--- src/rtl/sbp_pkg.sv ---
// shared constants and types for the size-prefixed block parser
package sbp_pkg;

  localparam int SIZE_WIDTH    = 32;
  localparam int INDEX_WIDTH   = 16;
  localparam int MAX_SIZE_LINE = 18;
  localparam int LINE_WIDTH    = 5;

  localparam logic [7:0] CH_LF   = 8'h0A;
  localparam logic [7:0] CH_CR   = 8'h0D;
  localparam logic [7:0] CH_ZERO = 8'h30;
  localparam logic [7:0] CH_NINE = 8'h39;

  localparam logic KIND_DATA  = 1'b0;
  localparam logic KIND_CLEAR = 1'b1;

  typedef enum logic [1:0] {
    EV_PAYLOAD = 2'd0,
    EV_BLOCK   = 2'd1,
    EV_MESSAGE = 2'd2,
    EV_ERROR   = 2'd3
  } event_t;

endpackage

--- src/rtl/sbp_in_if.sv ---
// input stream channel: kind and byte with valid/ready
interface sbp_in_if;
  logic       valid;
  logic       ready;
  logic       kind;
  logic [7:0] byte_in;

  modport source (output valid, output kind, output byte_in, input ready);
  modport sink (input valid, input kind, input byte_in, output ready);
endinterface

--- src/rtl/sbp_out_if.sv ---
// event channel: parser results with valid/ready
interface sbp_out_if;
  logic        valid;
  logic        ready;
  logic [1:0]  event_res;
  logic [7:0]  payload_byte;
  logic [15:0] block_index;
  logic [31:0] block_size;

  modport source (output valid, output event_res, output payload_byte,
                  output block_index, output block_size, input ready);
  modport sink (input valid, input event_res, input payload_byte,
                input block_index, input block_size, output ready);
endinterface

--- src/rtl/size_prefixed_block_parser.sv ---
// size-prefixed block parser: decodes size lines, payload and terminators
// an input transaction reaches the event output through the input register, then the result register
// throughput: one byte per cycle; the parse state updates in a single step per byte
// stalls only when the result register holds an event not yet taken
// reset (rst, synchronous): parser back to block start, counters cleared, both stages empty
module size_prefixed_block_parser (
  input  logic clk,
  input  logic rst,
  sbp_in_if.sink    stream,
  sbp_out_if.source events
);

  typedef enum logic [2:0] {
    PH_START    = 3'd0,
    PH_BLANK_CR = 3'd1,
    PH_SIZE     = 3'd2,
    PH_PAYLOAD  = 3'd3,
    PH_TERM     = 3'd4,
    PH_TERM_LF  = 3'd5,
    PH_ERROR    = 3'd6
  } phase_t;

  localparam int SW = sbp_pkg::SIZE_WIDTH;
  localparam int IW = sbp_pkg::INDEX_WIDTH;
  localparam int LW = sbp_pkg::LINE_WIDTH;
  localparam logic [LW-1:0] LINE_LIMIT = LW'(sbp_pkg::MAX_SIZE_LINE);
  localparam logic [SW+3:0] SIZE_MASK  = {4'b0, {SW{1'b1}}};

  // input register
  logic       in_valid;
  logic       kind;
  logic [7:0] byte_q;

  // parse state
  phase_t          phase, phase_next;
  logic [SW-1:0]   size_accum, size_accum_next;
  logic [LW-1:0]   line_length, line_length_next;
  logic [SW-1:0]   bytes_remaining, bytes_remaining_next;
  logic [IW-1:0]   block_counter, block_counter_next;
  logic            digits_done, digits_done_next;

  // result register
  logic             out_valid;
  sbp_pkg::event_t  event_res;
  logic [7:0]       payload_byte;
  logic [15:0]      block_index;
  logic [31:0]      block_size;

  logic             res_valid;
  sbp_pkg::event_t  res_event;
  logic [7:0]       res_byte;
  logic [63:0]      res_index_wide;
  logic [63:0]      res_size_wide;

  logic            advance;
  logic            is_digit;
  logic [SW+3:0]   size_ext;
  logic [SW+3:0]   size_times_ten;

  assign advance      = !out_valid || events.ready;
  assign stream.ready = !in_valid || advance;

  assign is_digit       = (byte_q >= sbp_pkg::CH_ZERO) && (byte_q <= sbp_pkg::CH_NINE);
  assign size_ext       = {4'b0, size_accum};
  assign size_times_ten = (size_ext << 3) + (size_ext << 1) + {{SW{1'b0}}, byte_q[3:0]};

  always_comb begin
    phase_next           = phase;
    size_accum_next      = size_accum;
    line_length_next     = line_length;
    bytes_remaining_next = bytes_remaining;
    block_counter_next   = block_counter;
    digits_done_next     = digits_done;
    res_valid            = 1'b0;
    res_event            = sbp_pkg::EV_PAYLOAD;
    res_byte             = 8'd0;
    res_index_wide       = 64'(block_counter);
    res_size_wide        = 64'd0;

    if (kind == sbp_pkg::KIND_CLEAR) begin
      phase_next           = PH_START;
      size_accum_next      = '0;
      line_length_next     = '0;
      bytes_remaining_next = '0;
      block_counter_next   = '0;
      digits_done_next     = 1'b0;
    end else begin
      case (phase)
        PH_START: begin
          if (byte_q == sbp_pkg::CH_LF) begin
            block_counter_next = '0;
            res_valid          = 1'b1;
            res_event          = sbp_pkg::EV_MESSAGE;
          end else if (byte_q == sbp_pkg::CH_CR) begin
            phase_next = PH_BLANK_CR;
          end else if (!is_digit) begin
            phase_next = PH_ERROR;
            res_valid  = 1'b1;
            res_event  = sbp_pkg::EV_ERROR;
          end else begin
            size_accum_next  = SW'(byte_q[3:0]);
            line_length_next = LW'(1);
            digits_done_next = 1'b0;
            phase_next       = PH_SIZE;
          end
        end
        PH_BLANK_CR: begin
          if (byte_q == sbp_pkg::CH_LF) begin
            block_counter_next = '0;
            phase_next         = PH_START;
            res_valid          = 1'b1;
            res_event          = sbp_pkg::EV_MESSAGE;
          end else begin
            phase_next = PH_ERROR;
            res_valid  = 1'b1;
            res_event  = sbp_pkg::EV_ERROR;
          end
        end
        PH_SIZE: begin
          if (byte_q == sbp_pkg::CH_LF) begin
            bytes_remaining_next = size_accum;
            phase_next           = (size_accum == '0) ? PH_TERM : PH_PAYLOAD;
          end else if (line_length >= LINE_LIMIT) begin
            phase_next = PH_ERROR;
            res_valid  = 1'b1;
            res_event  = sbp_pkg::EV_ERROR;
          end else begin
            line_length_next = line_length + LW'(1);
            if (!digits_done) begin
              if (is_digit) begin
                if (size_times_ten > SIZE_MASK) begin
                  phase_next = PH_ERROR;
                  res_valid  = 1'b1;
                  res_event  = sbp_pkg::EV_ERROR;
                end else begin
                  size_accum_next = size_times_ten[SW-1:0];
                end
              end else begin
                digits_done_next = 1'b1;
              end
            end
          end
        end
        PH_PAYLOAD: begin
          bytes_remaining_next = bytes_remaining - SW'(1);
          if (bytes_remaining == SW'(1)) begin
            phase_next = PH_TERM;
          end
          res_valid     = 1'b1;
          res_event     = sbp_pkg::EV_PAYLOAD;
          res_byte      = byte_q;
          res_size_wide = 64'(size_accum);
        end
        PH_TERM, PH_TERM_LF: begin
          if (byte_q == sbp_pkg::CH_LF) begin
            block_counter_next = block_counter + IW'(1);
            phase_next         = PH_START;
            res_valid          = 1'b1;
            res_event          = sbp_pkg::EV_BLOCK;
            res_size_wide      = 64'(size_accum);
          end else if (byte_q == sbp_pkg::CH_CR && phase == PH_TERM) begin
            phase_next = PH_TERM_LF;
          end else begin
            phase_next = PH_ERROR;
            res_valid  = 1'b1;
            res_event  = sbp_pkg::EV_ERROR;
          end
        end
        default: begin
          phase_next = PH_ERROR;
        end
      endcase
    end
  end

  always_ff @(posedge clk) begin
    if (rst) begin
      in_valid        <= 1'b0;
      out_valid       <= 1'b0;
      phase           <= PH_START;
      size_accum      <= '0;
      line_length     <= '0;
      bytes_remaining <= '0;
      block_counter   <= '0;
      digits_done     <= 1'b0;
    end else begin
      if (stream.ready) begin
        in_valid <= stream.valid;
        kind     <= stream.kind;
        byte_q   <= stream.byte_in;
      end
      if (advance) begin
        out_valid    <= in_valid && res_valid;
        event_res    <= res_event;
        payload_byte <= res_byte;
        block_index  <= res_index_wide[15:0];
        block_size   <= res_size_wide[31:0];
      end
      if (in_valid && advance) begin
        phase           <= phase_next;
        size_accum      <= size_accum_next;
        line_length     <= line_length_next;
        bytes_remaining <= bytes_remaining_next;
        block_counter   <= block_counter_next;
        digits_done     <= digits_done_next;
      end
    end
  end

  assign events.valid        = out_valid;
  assign events.event_res    = event_res;
  assign events.payload_byte = payload_byte;
  assign events.block_index  = block_index;
  assign events.block_size   = block_size;

endmodule

--- src/flat_wrapper.sv ---
// flat-port wrapper written by rule: the top's interface ports become plain ports
module size_prefixed_block_parser_flat 
  (clk, rst, stream_valid, stream_kind, stream_byte_in, stream_ready, events_valid, events_event_res, events_payload_byte, events_block_index, events_block_size, events_ready);
  sbp_in_if stream_i ();
  sbp_out_if events_i ();
  input  logic clk;
  input  logic rst;
  input wire logic [$bits(stream_i.valid)-1:0] stream_valid;
  input wire logic [$bits(stream_i.kind)-1:0] stream_kind;
  input wire logic [$bits(stream_i.byte_in)-1:0] stream_byte_in;
  output wire logic [$bits(stream_i.ready)-1:0] stream_ready;
  output wire logic [$bits(events_i.valid)-1:0] events_valid;
  output wire logic [$bits(events_i.event_res)-1:0] events_event_res;
  output wire logic [$bits(events_i.payload_byte)-1:0] events_payload_byte;
  output wire logic [$bits(events_i.block_index)-1:0] events_block_index;
  output wire logic [$bits(events_i.block_size)-1:0] events_block_size;
  input wire logic [$bits(events_i.ready)-1:0] events_ready;
  assign stream_i.valid = stream_valid;
  assign stream_i.kind = stream_kind;
  assign stream_i.byte_in = stream_byte_in;
  assign stream_ready = stream_i.ready;
  assign events_valid = events_i.valid;
  assign events_event_res = events_i.event_res;
  assign events_payload_byte = events_i.payload_byte;
  assign events_block_index = events_i.block_index;
  assign events_block_size = events_i.block_size;
  assign events_i.ready = events_ready;
  size_prefixed_block_parser u_core (.clk(clk), .rst(rst), .stream(stream_i), .events(events_i));
endmodule
--- config.mk ---
export PLATFORM = sky130hd
export DESIGN_NAME = size_prefixed_block_parser_flat
export DESIGN_NICKNAME = d
export VERILOG_FILES = /design/src/rtl/sbp_pkg.sv /design/src/rtl/sbp_in_if.sv /design/src/rtl/sbp_out_if.sv /design/src/rtl/size_prefixed_block_parser.sv /design/src/flat_wrapper.sv
export SDC_FILE = /design/constraint.sdc
export NUM_CORES = 1
export LEC_CHECK = 0
export BUFFER_PORTS_ARGS = -buffer_cell sky130_fd_sc_hd__buf_4
export CORE_MARGIN = 8
export CORE_UTILIZATION = 60
export CTS_CLUSTER_SIZE = 20
export DETAILED_ROUTE_END_ITERATION = 10
export HOLD_SLACK_MARGIN = 0.15
export PLACE_DENSITY = 0.8
export SLEW_MARGIN = 0
export SYNTH_ARGS = -nofsm -noshare
export SYNTH_HDL_FRONTEND = slang
export SYNTH_SLANG_ARGS = --single-unit
--- constraint.sdc ---
create_clock -name clk -period 8.9 [get_ports clk]
set_input_delay 0.445 -clock clk [delete_from_list [all_inputs] [get_ports clk]]
set_output_delay 0.445 -clock clk [all_outputs]
set_load 0.05 [all_outputs]
==> run metrics <==
status=completed; GRT met3 Usage=4.906%; Via density=6.153; die area=0.02003 mm2; area occupied by multi-input gates=0.005316 mm2; worst r2r src=u_core.size_accum[0]; antenna violations before repair=1; Reg area=0.003834 mm2; Post-CTS Setup Repair Bufs=0; largest net degree at the start of global routing=62; clk sinks=158; Final Wtd Congestion=0.9152; Crit Path Max Fanout=11; Clock transition at path regs=0.07 ns; Reg2Reg Capture Point=u_core.size_accum[31]; FILL cells=1304; grt peak-use layer=met2; P per Cell Area=152.7 mW/mm2; # setup viols final=0; maximum VDD drop=0.1322 mV; min Tclk post-route=4.190 ns; share of cells above drive strength 1=12.39%; Mapped Avg Cell Area=9.162 um2; Tightest Pin Transition=1.216 ns; Starting Density=60.40%; clock skew=0.01297 ns; commonest non-fill, non-tap cells in the layout=nand2_1 (106), nor2_1 (106), dfxtp_1 (91), buf_4 (75), ha_1 (68); drt first pass iters=5; Yosys warning count=0; core area=0.01566 mm2; Startpoint Class=flop; vias in the first global route=7627; Design Power=1.629 mW; Slew headroom=17.90%; ant diodes=0; Critical Path AT=4.54 ns; average wire per standard cell=18.12 um; H-tree depth=4; Seq/Total Area, Yosys=40.55%; GR Layer Usage met2=37.61%; reg2reg setup slack=4.71 ns; # rows=46; Critical Path Sink Type=flop; clock latency on the worst-skew pair=0.43 ns; ys async rst share=0%; final hold violations=0; synthesized area=0.009455 mm2; Hold Buf Count CTS=0; Worst Hold End=u_core.byte_q[1]; CTS tree=done; max-slew violation count=0; Max Buffers Root-to-Sink=2; length in cells of the worst reg-to-reg path=12; DRT antenna net count=0; GRT overflow=0; die height=141.5 um; Post-DP HPWL=16.73 mm; Synth Net Count=1115; clock root buffer master=clkbuf_16; crit path kind=reg2reg; CP required=9.25 ns; Top FF cell, synth=dfxtp_1; Area Growth Syn to Fin=12.82%; final WL=23.66 mm; maxcap violations=0; Hold Crit Start=stream_byte_in[1]; die width=141.5 um; DRC errors left=0; Tcrit/Tclk final=47.08%; total CTS buffers=17; number of synthesized register bits=158; worst hold path class=in2reg; P_leak=4.383 nW; PortBufs=72; EDFF count, synth=67; vias=8036; CTS resizes=0; setup tns final=0 ns; final net count=1160; WHS Path Cells=1; M1 GR Usage=31.08%; Netlist cell types=70; highest clock rate=0.2387 GHz; Ports=73; first-pass GRT wire length=38.64 mm; RSZ-0062 raised after global routing=false; DRT iter0 DRCs=902; GRT Util Overall=23.88%; Synth Instances=1032
## sequential cells by signal (all words and copies together) (netlist names)
register and cells:
u_core.block_counter 16, u_core.in_valid 1, u_core.events.event_res 2, u_core.events.payload_byte 8, u_core.phase 3, u_core.byte_q 8
u_core.digits_done 1, u_core.kind 1, u_core.events.block_index 16, u_core.size_accum 32, u_core.bytes_remaining 32, u_core.line_length 5
u_core.events.valid 1, u_core.events.block_size 32
## power breakdown
group	total [mW]	switching (mW)	internal [mW]
clock network	0.725	0.339	0.386
logic	0.123	0.0883	0.0346
registers	0.781	0.0106	0.770
## layout make-up
class,count,area share [%]
multi-input combinational,802,49.84
sequential,158,35.94
timing repair buffer,75,5.278
clock buffer,18,4.117
tap,216,2.533
clock inverter,14,1.490
inverter,23,0.8093
## stage by stage
stage               cell area, um2  std cells  hold slack [ns]  setup slack [ns]  util [%]
finish                       10670       1306           0.1862             4.710     68.14
global route                 10670       1306           0.1692             4.559     68.14
CTS                          10670       1306           0.1721             4.753     68.14
detailed placement           10070       1274           0.4527             4.804     64.32
global placement             10070       1274           0.4401             4.935     64.32
floorplan                     9455       1032           0.4292             4.980         -
## critical path, stage by stage, from the launching register on
cell and delay (ns):
dfxtp_1 0.42, inv_1 0.09, fa_1 0.55, inv_1 0.07, fa_1 0.45, a21o_1 0.22, a221oi_2 0.39, o211a_1 0.32
o21a_1 0.22, mux2i_4 0.35, nor4_4 0.10, a21oi_2 0.63, mux2i_1 0.29
## logic make-up (layout without fill, tap and decap cells)
logic type      count (synthesis)  after routing  synth area share (%)
compound gates                269            269                 19.21
xor+xnor                       50             50                 4.631
flops                         158            158                 40.55
buf+inv                        72            130                 3.361
fa+ha+maj                      70             70                 9.422
mux                            19             19                 2.197
simple gates                  394            394                 20.63
## cell usage after synthesis, drive strengths merged (4+ instances only)
cell / n / share of area [%]
a2111oi: 7 / 0.78
a211oi: 14 / 1.3
a21o: 14 / 1.1
a21oi: 67 / 3.6
a22o: 22 / 2.0
a22oi: 21 / 1.7
a31oi: 6 / 0.56
and2: 38 / 2.5
and3: 14 / 0.93
buf: 10 / 0.90
clkbuf: 39 / 1.5
dfxtp: 91 / 19
edfxtp: 67 / 21
ha: 68 / 9.0
inv: 23 / 0.91
mux2: 4 / 0.48
mux2i: 15 / 1.7
nand2: 108 / 4.3
nand2b: 21 / 1.4
nand3: 20 / 1.1
nand4: 19 / 1.3
nor2: 108 / 4.3
nor3: 20 / 1.3
nor4: 23 / 1.7
o211ai: 8 / 0.64
o21a: 6 / 0.48
o21ai: 67 / 3.5
o21bai: 5 / 0.40
o31ai: 14 / 1.1
or2: 4 / 0.26
or4: 5 / 0.44
xnor2: 31 / 2.9
xor2: 19 / 1.8
## layer usage
layer	up-vias	wire length, um
li1	3884	-
met3	57	1641
met2	317	10880
met4	2	738
met1	3776	10380
met5	-	17
## worst max-delay path by stage
stage	to	slack, ns	start
finish	u_core.size_accum[31]	4.71	u_core.size_accum[0]
global route	u_core.size_accum[31]	4.56	u_core.size_accum[0]
CTS	u_core.size_accum[31]	4.75	u_core.size_accum[0]
floorplan	u_core.events.block_index[0]	4.98	rst
global placement	u_core.size_accum[2]	4.93	u_core.size_accum[0]
detailed placement	u_core.size_accum[31]	4.80	u_core.size_accum[0]
(Power assumes the default switching activity.)
